==> src/rtl/core/i2c_master_bit_engine_core_assert.svh <==
// Assertion macros for the I2C master bit engine core.
`ifndef I2C_MASTER_BIT_ENGINE_CORE_ASSERT_SVH
`define I2C_MASTER_BIT_ENGINE_CORE_ASSERT_SVH

`ifndef ASSERT_OFF
`define I2CM_ASSERT(lbl, c, r, ante, cons) \
  lbl: assert property (@(posedge c) disable iff (r) (ante) |-> (cons)) \
    else $error("i2cm: assertion failed");
`define I2CM_ASSERT_NEXT(lbl, c, r, ante, cons) \
  lbl: assert property (@(posedge c) disable iff (r) (ante) |=> (cons)) \
    else $error("i2cm: assertion failed");
`else
`define I2CM_ASSERT(lbl, c, r, ante, cons)
`define I2CM_ASSERT_NEXT(lbl, c, r, ante, cons)
`endif

`endif

==> src/rtl/core/i2cm_pkg.sv <==
package i2cm_pkg;

  typedef enum logic [4:0] {
    PH_IDLE, PH_S0, PH_S1, PH_S2, PH_S3, PH_P0, PH_P1, PH_P2, PH_P3,
    PH_WL, PH_WH, PH_RL, PH_RH, PH_AL, PH_AH, PH_WA0, PH_WA1, PH_POLL
  } phase_t;

  typedef enum logic [2:0] {
    CMD_TICK, CMD_START, CMD_STOP, CMD_WRITE, CMD_READ, CMD_WAIT_ACK
  } cmd_t;

  localparam logic [2:0] KIND_START    = 3'd1;
  localparam logic [2:0] KIND_STOP     = 3'd2;
  localparam logic [2:0] KIND_WRITE    = 3'd3;
  localparam logic [2:0] KIND_READ     = 3'd4;
  localparam logic [2:0] KIND_WAIT_ACK = 3'd5;

  typedef enum logic [1:0] {
    CFG_TICKS_PER_UNIT = 2'd0,
    CFG_ACK_POLL_LIMIT = 2'd1
  } cfg_idx_t;

  localparam logic [7:0] TPU_RESET        = 8'd1;
  localparam logic [7:0] POLL_LIMIT_RESET = 8'd250;
  localparam logic [3:0] BITS_PER_BYTE    = 4'd8;

  localparam int QUEUE_DEPTH = 2;
  localparam int QUEUE_PTR_W = $clog2(QUEUE_DEPTH);
  localparam int QUEUE_CNT_W = $clog2(QUEUE_DEPTH + 1);

  typedef struct packed {
    cmd_t       cmd;
    logic [7:0] write_byte;
    logic       send_ack;
    logic       sda_level;
  } item_t;

  typedef struct packed {
    logic push;
    logic full;
  } q_ctl_t;

endpackage

==> src/rtl/core/i2cm_if.sv <==
interface i2cm_cmd_if;
  logic       valid;
  logic       ready;
  logic [2:0] kind;
  logic [7:0] write_byte;
  logic       send_ack;
  logic       sda_level;
  modport source (output valid, kind, write_byte, send_ack, sda_level, input ready);
  modport sink   (input valid, kind, write_byte, send_ack, sda_level, output ready);
endinterface

interface i2cm_res_if;
  logic       valid;
  logic       ready;
  logic       scl_level;
  logic       sda_release;
  logic       busy_res;
  logic       done_res;
  logic [7:0] read_byte;
  logic       ack_seen;
  logic       timed_out;
  modport source (output valid, scl_level, sda_release, busy_res, done_res, read_byte,
                  ack_seen, timed_out, input ready);
  modport sink   (input valid, scl_level, sda_release, busy_res, done_res, read_byte,
                  ack_seen, timed_out, output ready);
endinterface

interface i2cm_cfg_if;
  logic       valid;
  logic       ready;
  logic [1:0] index;
  logic [7:0] data;
  modport source (output valid, index, data, input ready);
  modport sink   (input valid, index, data, output ready);
endinterface

==> src/rtl/core/i2cm_front.sv <==
module i2cm_front import i2cm_pkg::*; (
  i2cm_cmd_if.sink cmd,
  input  logic     q_full,
  output q_ctl_t   q_ctl,
  output item_t    push_item
);

  cmd_t cmd_code;

  always_comb begin
    unique case (cmd.kind)
      KIND_START:    cmd_code = CMD_START;
      KIND_STOP:     cmd_code = CMD_STOP;
      KIND_WRITE:    cmd_code = CMD_WRITE;
      KIND_READ:     cmd_code = CMD_READ;
      KIND_WAIT_ACK: cmd_code = CMD_WAIT_ACK;
      default:       cmd_code = CMD_TICK;
    endcase
  end

  assign cmd.ready            = !q_full;
  assign q_ctl.push           = cmd.valid && !q_full;
  assign q_ctl.full           = q_full;
  assign push_item.cmd        = cmd_code;
  assign push_item.write_byte = cmd.write_byte;
  assign push_item.send_ack   = cmd.send_ack;
  assign push_item.sda_level  = cmd.sda_level;

endmodule

==> src/rtl/core/i2cm_queue.sv <==
module i2cm_queue import i2cm_pkg::*; (
  input  logic   clk,
  input  logic   rst,
  input  q_ctl_t q_ctl,
  input  item_t  push_item,
  output logic   full,
  input  logic   pop,
  output logic   head_valid,
  output item_t  head_item
);

  item_t                  store [QUEUE_DEPTH];
  logic [QUEUE_PTR_W-1:0] wr_ptr;
  logic [QUEUE_PTR_W-1:0] rd_ptr;
  logic [QUEUE_CNT_W-1:0] count;
  logic                   do_push;
  logic                   do_pop;

  assign full       = (count == QUEUE_CNT_W'(QUEUE_DEPTH));
  assign head_valid = (count != '0);
  assign head_item  = store[rd_ptr];
  assign do_push    = q_ctl.push && !q_ctl.full;
  assign do_pop     = pop && head_valid;

  always_ff @(posedge clk) begin
    if (do_push) begin
      store[wr_ptr] <= push_item;
    end
  end

  always_ff @(posedge clk) begin
    if (rst) begin
      wr_ptr <= '0;
      rd_ptr <= '0;
      count  <= '0;
    end else begin
      if (do_push) begin
        wr_ptr <= wr_ptr + QUEUE_PTR_W'(1);
      end
      if (do_pop) begin
        rd_ptr <= rd_ptr + QUEUE_PTR_W'(1);
      end
      count <= count + QUEUE_CNT_W'(do_push) - QUEUE_CNT_W'(do_pop);
    end
  end

endmodule

==> src/rtl/core/i2cm_back.sv <==
`include "i2c_master_bit_engine_core_assert.svh"

module i2cm_back import i2cm_pkg::*; (
  input  logic        clk,
  input  logic        rst,
  input  logic        head_valid,
  input  item_t       head_item,
  output logic        pop,
  i2cm_cfg_if.sink    cfg,
  i2cm_res_if.source  res
);

  logic [7:0] ticks_per_unit;
  logic [7:0] ack_poll_limit;

  phase_t     phase, phase_next;
  logic [3:0] bit_count, bit_count_next;
  logic [7:0] shift_reg, shift_reg_next;
  logic [7:0] unit_timer, unit_timer_next;
  logic [7:0] poll_count, poll_count_next;
  logic       scl_reg, scl_reg_next;
  logic       sda_reg, sda_reg_next;
  logic       ack_reg, ack_reg_next;
  logic       timeout_reg, timeout_reg_next;
  logic       ack_choice, ack_choice_next;
  logic [7:0] read_latch, read_latch_next;
  logic       done_next;

  logic       res_valid;
  phase_t     enter_ph;
  logic       do_enter;
  logic [7:0] unit;
  logic       unit_end;
  logic [3:0] bit_inc;

  assign cfg.ready = 1'b1;
  assign pop       = head_valid && (!res_valid || res.ready);
  assign unit      = (ticks_per_unit == 8'd0) ? 8'd1 : ticks_per_unit;
  assign unit_end  = ({1'b0, unit_timer} + 9'd1) >= {1'b0, unit};
  assign bit_inc   = bit_count + 4'd1;

  always_ff @(posedge clk) begin
    if (rst) begin
      ticks_per_unit <= TPU_RESET;
      ack_poll_limit <= POLL_LIMIT_RESET;
    end else if (cfg.valid) begin
      unique case (cfg_idx_t'(cfg.index))
        CFG_TICKS_PER_UNIT: ticks_per_unit <= cfg.data;
        CFG_ACK_POLL_LIMIT: ack_poll_limit <= cfg.data;
        default: ;
      endcase
    end
  end

  always_comb begin
    phase_next       = phase;
    bit_count_next   = bit_count;
    shift_reg_next   = shift_reg;
    unit_timer_next  = unit_timer;
    poll_count_next  = poll_count;
    scl_reg_next     = scl_reg;
    sda_reg_next     = sda_reg;
    ack_reg_next     = ack_reg;
    timeout_reg_next = timeout_reg;
    ack_choice_next  = ack_choice;
    read_latch_next  = read_latch;
    done_next        = 1'b0;
    enter_ph         = PH_IDLE;
    do_enter         = 1'b0;

    if (phase == PH_IDLE) begin
      bit_count_next = 4'd0;
      unique case (head_item.cmd)
        CMD_START: begin
          enter_ph = PH_S0; do_enter = 1'b1;
        end
        CMD_STOP: begin
          enter_ph = PH_P0; do_enter = 1'b1;
        end
        CMD_WRITE: begin
          shift_reg_next = head_item.write_byte;
          enter_ph = PH_WL; do_enter = 1'b1;
        end
        CMD_READ: begin
          shift_reg_next  = 8'd0;
          ack_choice_next = head_item.send_ack;
          enter_ph = PH_RL; do_enter = 1'b1;
        end
        CMD_WAIT_ACK: begin
          ack_reg_next     = 1'b0;
          timeout_reg_next = 1'b0;
          poll_count_next  = 8'd0;
          enter_ph = PH_WA0; do_enter = 1'b1;
        end
        default: ;
      endcase
    end else if (phase == PH_POLL) begin
      if (!head_item.sda_level) begin
        ack_reg_next    = 1'b1;
        scl_reg_next    = 1'b0;
        phase_next      = PH_IDLE;
        unit_timer_next = 8'd0;
        done_next       = 1'b1;
      end else if (poll_count >= ack_poll_limit) begin
        timeout_reg_next = 1'b1;
        enter_ph = PH_P0; do_enter = 1'b1;
      end else begin
        poll_count_next = poll_count + 8'd1;
      end
    end else if (!unit_end) begin
      unit_timer_next = unit_timer + 8'd1;
    end else begin
      unique case (phase)
        PH_S0:  begin enter_ph = PH_S1;  do_enter = 1'b1; end
        PH_S1:  begin enter_ph = PH_S2;  do_enter = 1'b1; end
        PH_S2:  begin enter_ph = PH_S3;  do_enter = 1'b1; end
        PH_P0:  begin enter_ph = PH_P1;  do_enter = 1'b1; end
        PH_P1:  begin enter_ph = PH_P2;  do_enter = 1'b1; end
        PH_P2:  begin enter_ph = PH_P3;  do_enter = 1'b1; end
        PH_WL:  begin enter_ph = PH_WH;  do_enter = 1'b1; end
        PH_RL:  begin enter_ph = PH_RH;  do_enter = 1'b1; end
        PH_AL:  begin enter_ph = PH_AH;  do_enter = 1'b1; end
        PH_WA0: begin enter_ph = PH_WA1; do_enter = 1'b1; end
        PH_WA1: begin enter_ph = PH_POLL; do_enter = 1'b1; end
        PH_S3: begin
          scl_reg_next = 1'b0;
          phase_next = PH_IDLE; unit_timer_next = 8'd0; done_next = 1'b1;
        end
        PH_WH: begin
          shift_reg_next = {shift_reg[6:0], 1'b0};
          bit_count_next = bit_inc;
          if (bit_inc >= BITS_PER_BYTE) begin
            scl_reg_next = 1'b0;
            phase_next = PH_IDLE; unit_timer_next = 8'd0; done_next = 1'b1;
          end else begin
            enter_ph = PH_WL; do_enter = 1'b1;
          end
        end
        PH_RH: begin
          shift_reg_next = {shift_reg[6:0], head_item.sda_level};
          bit_count_next = bit_inc;
          enter_ph = (bit_inc >= BITS_PER_BYTE) ? PH_AL : PH_RL;
          do_enter = 1'b1;
        end
        PH_AH: begin
          read_latch_next = shift_reg;
          scl_reg_next = 1'b0;
          phase_next = PH_IDLE; unit_timer_next = 8'd0; done_next = 1'b1;
        end
        default: begin
          phase_next = PH_IDLE; unit_timer_next = 8'd0; done_next = 1'b1;
        end
      endcase
    end

    if (do_enter) begin
      phase_next      = enter_ph;
      unit_timer_next = 8'd0;
      unique case (enter_ph)
        PH_S0:  begin scl_reg_next = 1'b1; sda_reg_next = 1'b1; end
        PH_S2:  sda_reg_next = 1'b0;
        PH_P0:  begin scl_reg_next = 1'b0; sda_reg_next = 1'b0; end
        PH_P2:  begin scl_reg_next = 1'b1; sda_reg_next = 1'b1; end
        PH_WL:  begin scl_reg_next = 1'b0; sda_reg_next = shift_reg_next[7]; end
        PH_RL:  begin scl_reg_next = 1'b0; sda_reg_next = 1'b1; end
        PH_AL:  begin scl_reg_next = 1'b0; sda_reg_next = !ack_choice_next; end
        PH_WA0: sda_reg_next = 1'b1;
        PH_WH, PH_RH, PH_AH, PH_WA1: scl_reg_next = 1'b1;
        default: ;
      endcase
    end
  end

  always_ff @(posedge clk) begin
    if (rst) begin
      phase       <= PH_IDLE;
      bit_count   <= 4'd0;
      shift_reg   <= 8'd0;
      unit_timer  <= 8'd0;
      poll_count  <= 8'd0;
      scl_reg     <= 1'b1;
      sda_reg     <= 1'b1;
      ack_reg     <= 1'b0;
      timeout_reg <= 1'b0;
      ack_choice  <= 1'b0;
      read_latch  <= 8'd0;
    end else if (pop) begin
      phase       <= phase_next;
      bit_count   <= bit_count_next;
      shift_reg   <= shift_reg_next;
      unit_timer  <= unit_timer_next;
      poll_count  <= poll_count_next;
      scl_reg     <= scl_reg_next;
      sda_reg     <= sda_reg_next;
      ack_reg     <= ack_reg_next;
      timeout_reg <= timeout_reg_next;
      ack_choice  <= ack_choice_next;
      read_latch  <= read_latch_next;
    end
  end

  // output word register
  always_ff @(posedge clk) begin
    if (rst) begin
      res_valid <= 1'b0;
    end else if (pop) begin
      res_valid <= 1'b1;
    end else if (res.ready) begin
      res_valid <= 1'b0;
    end
  end

  always_ff @(posedge clk) begin
    if (pop) begin
      res.scl_level   <= scl_reg_next;
      res.sda_release <= sda_reg_next;
      res.busy_res    <= (phase_next != PH_IDLE);
      res.done_res    <= done_next;
      res.read_byte   <= read_latch_next;
      res.ack_seen    <= ack_reg_next;
      res.timed_out   <= timeout_reg_next;
    end
  end

  assign res.valid = res_valid;

  `I2CM_ASSERT_NEXT(a_done_not_busy, clk, rst, pop && done_next, res.valid && !res.busy_res)
  `I2CM_ASSERT(a_flags_exclusive, clk, rst, res.valid, !(res.ack_seen && res.timed_out))
  `I2CM_ASSERT(a_poll_scl_high, clk, rst, phase == PH_POLL, scl_reg)
  `I2CM_ASSERT(a_bit_count_range, clk, rst, phase != PH_IDLE, bit_count <= BITS_PER_BYTE)

endmodule

==> src/rtl/core/i2c_master_bit_engine_core.sv <==
// channel | dir | handshake    | word
// cmd     | in  | valid/ready  | kind, write_byte, send_ack, sda_level (one tick)
// res     | out | valid/ready  | scl_level, sda_release, busy_res, done_res,
//         |     |              | read_byte, ack_seen, timed_out
// cfg     | in  | valid/ready  | index (0 ticks_per_unit, 1 ack_poll_limit), data
//
// One tick word accepted per clock while the queue is not full; each gives one result word
// in the cycle after it leaves the two-entry queue, where the result word is registered.
// The engine steps once per popped tick word; its phase changes are set by the unit timer compare.
// rst is synchronous: line released, engine idle, queue empty, cfg at defaults.
// A stalled res backs up into the queue; cmd.ready drops only when it is full.
module i2c_master_bit_engine_core import i2cm_pkg::*; (
  input logic         clk,
  input logic         rst,
  i2cm_cmd_if.sink    cmd,
  i2cm_res_if.source  res,
  i2cm_cfg_if.sink    cfg
);

  q_ctl_t q_ctl;
  item_t  push_item;
  item_t  head_item;
  logic   q_full;
  logic   head_valid;
  logic   pop;

  i2cm_front u_front (
    .cmd       (cmd),
    .q_full    (q_full),
    .q_ctl     (q_ctl),
    .push_item (push_item)
  );

  i2cm_queue u_queue (
    .clk        (clk),
    .rst        (rst),
    .q_ctl      (q_ctl),
    .push_item  (push_item),
    .full       (q_full),
    .pop        (pop),
    .head_valid (head_valid),
    .head_item  (head_item)
  );

  i2cm_back u_back (
    .clk        (clk),
    .rst        (rst),
    .head_valid (head_valid),
    .head_item  (head_item),
    .pop        (pop),
    .cfg        (cfg),
    .res        (res)
  );

endmodule

==> src/flat_wrapper.sv <==
// flat-port wrapper written by rule: the top's interface ports become plain ports
module i2c_master_bit_engine_core_flat import i2cm_pkg::*;
  (clk, rst, cmd_valid, cmd_kind, cmd_write_byte, cmd_send_ack, cmd_sda_level, cmd_ready, res_valid, res_scl_level, res_sda_release, res_busy_res, res_done_res, res_read_byte, res_ack_seen, res_timed_out, res_ready, cfg_valid, cfg_index, cfg_data, cfg_ready);
  i2cm_cmd_if cmd_i ();
  i2cm_res_if res_i ();
  i2cm_cfg_if cfg_i ();
  input logic clk;
  input logic rst;
  input wire logic [$bits(cmd_i.valid)-1:0] cmd_valid;
  input wire logic [$bits(cmd_i.kind)-1:0] cmd_kind;
  input wire logic [$bits(cmd_i.write_byte)-1:0] cmd_write_byte;
  input wire logic [$bits(cmd_i.send_ack)-1:0] cmd_send_ack;
  input wire logic [$bits(cmd_i.sda_level)-1:0] cmd_sda_level;
  output wire logic [$bits(cmd_i.ready)-1:0] cmd_ready;
  output wire logic [$bits(res_i.valid)-1:0] res_valid;
  output wire logic [$bits(res_i.scl_level)-1:0] res_scl_level;
  output wire logic [$bits(res_i.sda_release)-1:0] res_sda_release;
  output wire logic [$bits(res_i.busy_res)-1:0] res_busy_res;
  output wire logic [$bits(res_i.done_res)-1:0] res_done_res;
  output wire logic [$bits(res_i.read_byte)-1:0] res_read_byte;
  output wire logic [$bits(res_i.ack_seen)-1:0] res_ack_seen;
  output wire logic [$bits(res_i.timed_out)-1:0] res_timed_out;
  input wire logic [$bits(res_i.ready)-1:0] res_ready;
  input wire logic [$bits(cfg_i.valid)-1:0] cfg_valid;
  input wire logic [$bits(cfg_i.index)-1:0] cfg_index;
  input wire logic [$bits(cfg_i.data)-1:0] cfg_data;
  output wire logic [$bits(cfg_i.ready)-1:0] cfg_ready;
  assign cmd_i.valid = cmd_valid;
  assign cmd_i.kind = cmd_kind;
  assign cmd_i.write_byte = cmd_write_byte;
  assign cmd_i.send_ack = cmd_send_ack;
  assign cmd_i.sda_level = cmd_sda_level;
  assign cmd_ready = cmd_i.ready;
  assign res_valid = res_i.valid;
  assign res_scl_level = res_i.scl_level;
  assign res_sda_release = res_i.sda_release;
  assign res_busy_res = res_i.busy_res;
  assign res_done_res = res_i.done_res;
  assign res_read_byte = res_i.read_byte;
  assign res_ack_seen = res_i.ack_seen;
  assign res_timed_out = res_i.timed_out;
  assign res_i.ready = res_ready;
  assign cfg_i.valid = cfg_valid;
  assign cfg_i.index = cfg_index;
  assign cfg_i.data = cfg_data;
  assign cfg_ready = cfg_i.ready;
  i2c_master_bit_engine_core u_core (.clk(clk), .rst(rst), .cmd(cmd_i), .res(res_i), .cfg(cfg_i));
endmodule
==> config.mk <==
export PLATFORM = sky130hd
export DESIGN_NAME = i2c_master_bit_engine_core_flat
export DESIGN_NICKNAME = d
export VERILOG_FILES = /design/src/rtl/core/i2cm_pkg.sv /design/src/rtl/core/i2cm_if.sv /design/src/rtl/core/i2cm_front.sv /design/src/rtl/core/i2cm_queue.sv /design/src/rtl/core/i2cm_back.sv /design/src/rtl/core/i2c_master_bit_engine_core.sv /design/src/flat_wrapper.sv
export VERILOG_INCLUDE_DIRS = /design/src /design/src/rtl/core
export SDC_FILE = /design/constraint.sdc
export NUM_CORES = 1
export LEC_CHECK = 0
export ABC_AREA = 1
export BUFFER_PORTS_ARGS = -buffer_cell sky130_fd_sc_hd__buf_2
export CAP_MARGIN = 40
export CORE_MARGIN = 2
export CORE_UTILIZATION = 65
export DETAILED_ROUTE_END_ITERATION = 8
export PLACE_DENSITY = 0.85
export SLEW_MARGIN = 20
export SYNTH_ARGS = -nofsm -noshare
export SYNTH_HDL_FRONTEND = slang
export SYNTH_SLANG_ARGS = --single-unit
==> constraint.sdc <==
create_clock -name clk -period 7 [get_ports clk]
set_input_delay 0 -clock clk [delete_from_list [all_inputs] [get_ports clk]]
set_output_delay 0 -clock clk [all_outputs]
set_load 0.005 [all_outputs]
==> results.json <==
{
  "outcome": "completed",
  "place_area_sq_um": 5940,
  "hold_depth": 3,
  "max-vdd-ir-drop_mv": 0.263,
  "comb_power_share_pct": 45.0,
  "final_common_cell": "nand2_1",
  "timing.final.ws_setup_ps": 3170,
  "diodes": 0,
  "drive_gt1_share_pct": 15.0,
  "largest_reg_flops": 26,
  "required_ps": 7260,
  "nNetsFinal": 808,
  "clock.fmax_mhz": 261,
  "period_needed_ps": 3830,
  "ys_types": 46,
  "grt_pass1_vias": 4718,
  "finalHoldViolCount": 0,
  "synth.yosys.warnings": 0,
  "min_path_type": "input pin to register",
  "reg2reg_to": "u_core.u_back.shift_reg[6]$_SDFFE_PP0P_",
  "holdPathEnd": "u_core.u_queue.store[0][10]$_DFFE_PP_",
  "cts_tree": "done",
  "clock_latency_ps": 390,
  "worstMarginPinSlew_ps": 822,
  "cpMostUsedCell": "nand2_1",
  "io_pins": 45,
  "reg2reg_slack_ps": 3170,
  "p_leak_nw": 2.84,
  "final_area_sq_um": 6390,
  "synth_edf_count": 40,
  "fillCellCount": 593,
  "vias_per_cell": 5.69,
  "seqCellArea_sq_um": 2560,
  "endpoint_kind": "register",
  "clock_path_buffers": 2,
  "final_util_pct": 77.0,
  "core-area_sq_um": 8300,
  "antenna_found_initial": 0,
  "relSlewSlack_pct": 45.0,
  "area_delta_synth_final_pct": 13.4,
  "min_period_over_period_pct": 54.7,
  "finalSetupTns_ps": 0,
  "grt-ovfl-total": 0,
  "vias": 4937,
  "path_clk_slew_ps": 120,
  "grt_pass1_wl_mm": 21.6,
  "syn_inst": 694,
  "hold_buffers": 23,
  "syn_area_sq_um": 5630,
  "cp.buffers_inverters": 4,
  "fp-row-count": 33,
  "cp.depth": 20,
  "maxCapViolations": 0,
  "finalSetupViolCount": 0,
  "initial_core_util_pct": 67.9,
  "hold_start": "cmd_kind[0]",
  "p_sw_share_pct": 44.4,
  "cts_sinks": 108,
  "ys.flop_type": "dfxtp_1",
  "switchingPower_mw": 1.05,
  "avgSynthCellArea_sq_um": 8.11,
  "synthesis.nets": 745,
  "layout_common_cells": "nand2_1, inv_1, dfxtp_1, a21oi_1, nand3_1",
  "async_reset_ff_share_pct": 0,
  "avgRoutedWirePerCell_um": 14.8,
  "largest_register": "u_core.u_queue.store",
  "drc": 0,
  "first_pass_iters": 5,
  "dpl_worst_slack_ps": 3290,
  "ys_ff_latch": 108,
  "dieArea_sq_um": 9420,
  "drtIter0Drc": 321,
  "synth.yosys.seq_area_share_pct": 45.5,
  "arrival_ps": 4090,
  "rsz0062_at_grt": "no",
  "wirelength_mm": 12.8,
  "fp.dieH_um": 97.1,
  "worst_path_max_delay_cell": "o21ai_1",
  "worstReg2RegStart": "u_core.u_back.unit_timer[0]$_SDFFE_PP0P_",
  "grt_start_max_net_pins": 38,
  "worstPathMaxFanout": 14,
  "gp_congestion": 0.890,
  "multi_input_area_sq_um": 2590,
  "cp_cell_sequence": "ha_1 -> nand2_1 -> nor2_2 -> nand3_1 -> xor2_1 -> inv_1 -> ha_1 -> nand2_1 -> inv_1 -> nand3_1 -> inv_1 -> nand3_1 -> nand3_2 -> nand2_1 -> inv_1 -> nand2_1 -> o21ai_1 -> nand2_1 -> o21ai_0 -> a21oi_1",
  "worstSetupStartpointType": "register",
  "p_per_area_nw_per_um2": 371,
  "power_frac_seq_pct": 38.3,
  "max_stage_delay_ps": 540,
  "cpLargestDelayFamily": "simple AND/OR/NAND/NOR gates",
  "ant_nets": 0,
  "p_clk_share_pct": 16.7,
  "cts_setup_buffers": 0,
  "slew_viol_final": 0,
  "place_hpwl_mm": 8.96,
  "clockRootBuffer": "clkbuf_8",
  "cts.htree.levels": 3,
  "p_int_mw": 1.32,
  "numCtsBuffers": 9,
  "finClkSkew_ps": 20.1,
  "reg2reg_depth": 20,
  "critPathKind": "register to register",
  "port_buffers": 43,
  "ctsResizeCount": 0,
  "gr-usage-all-layers_pct": 27.8,
  "dieWidth_um": 97.1
}
cell usage after synthesis, types with 10 or more instances:
| library cell | count | area share (%) |
|---|---|---|
| o21ai_0 | 42 | 3.7 |
| nand4_1 | 13 | 1.4 |
| nor2_1 | 48 | 3.2 |
| edfxtp_1 | 40 | 21 |
| nand2_1 | 134 | 8.9 |
| dfxtp_1 | 68 | 24 |
| a21oi_1 | 66 | 5.9 |
| nand3_1 | 49 | 4.4 |
| inv_1 | 89 | 5.9 |
| ha_1 | 23 | 5.1 |
| clkbuf_1 | 10 | 0.67 |
| o21ai_2 | 16 | 2.5 |
worst max path at each step:
stage,startpoint,end
2_1_floorplan,u_core.u_back.unit_timer[0]$_SDFFE_PP0P_,u_core.u_back.res.busy_res$_DFFE_PP_
3_3_place_gp,u_core.u_back.unit_timer[0]$_SDFFE_PP0P_,u_core.u_back.shift_reg[6]$_SDFFE_PP0P_
3_5_place_dp,u_core.u_back.unit_timer[0]$_SDFFE_PP0P_,u_core.u_back.shift_reg[6]$_SDFFE_PP0P_
4_1_cts,u_core.u_back.unit_timer[0]$_SDFFE_PP0P_,u_core.u_back.shift_reg[6]$_SDFFE_PP0P_
5_1_grt,u_core.u_back.unit_timer[0]$_SDFFE_PP0P_,u_core.u_back.shift_reg[6]$_SDFFE_PP0P_
6_report,u_core.u_back.unit_timer[0]$_SDFFE_PP0P_,u_core.u_back.shift_reg[6]$_SDFFE_PP0P_
per-layer routing:
layer	global-route usage (%)	up-vias	share of wire [%]
met3	4.39	28	7.5
met5	0	-	0
met2	45.2	215	47
met4	9.97	0	2.1
met1	37.9	2245	44
li1	-	2449	-
logic make-up (layout without fill, tap and decap cells):
logic type      after synthesis  count (layout)  share of synthesized area, %
compound gates              150             150                          15.7
xor+xnor                      9               9                          1.40
fa+ha+maj                    23              23                          5.11
buf+inv                     119             187                          8.64
flops                       108             108                          45.5
mux                           7               7                          1.24
other cells                   1               1                        0.0666
simple gates                277             277                          22.3
worst register-to-register path, delay by kind of cell (launching register included):
family	cells	cell delay, ps
AND/OR/NAND/NOR	10	1460
AO/OA/AOI/OAI	3	830
adder cells (fa/ha/maj)	2	520
flip-flops	1	400
buffers and inverters	4	330
XOR/XNOR	1	170
power groups by stage:
stage | Sequential (mW) | Combinational [mW] | Clock (mW)
2_1_floorplan | 0.898 | 0.788 | 0
3_3_place_gp | 0.912 | 0.972 | 0
3_5_place_dp | 0.920 | 1.03 | 0
4_1_cts | 0.905 | 1.05 | 0.401
5_1_grt | 0.925 | 1.19 | 0.426
6_report | 0.907 | 1.07 | 0.397
per-stage QoR:
stage               hold WS [ps]  power (mW)  std cells
finish                      13.4        2.37        867
global route                6.39        2.54        867
floorplan                   98.9        1.69        694
global placement             188        1.88        824
detailed placement           191        1.95        828
CTS                         16.3        2.35        867
cell type report:
class | instances | area share, %
Clock buffer | 9 | 1.94
Clock inverter | 7 | 1.47
Inverter | 100 | 5.88
Multi-Input combinational cell | 467 | 40.6
Sequential cell | 108 | 40.1
Tap cell | 105 | 2.06
Timing Repair Buffer | 71 | 7.93
(Power assumes the default switching activity.)
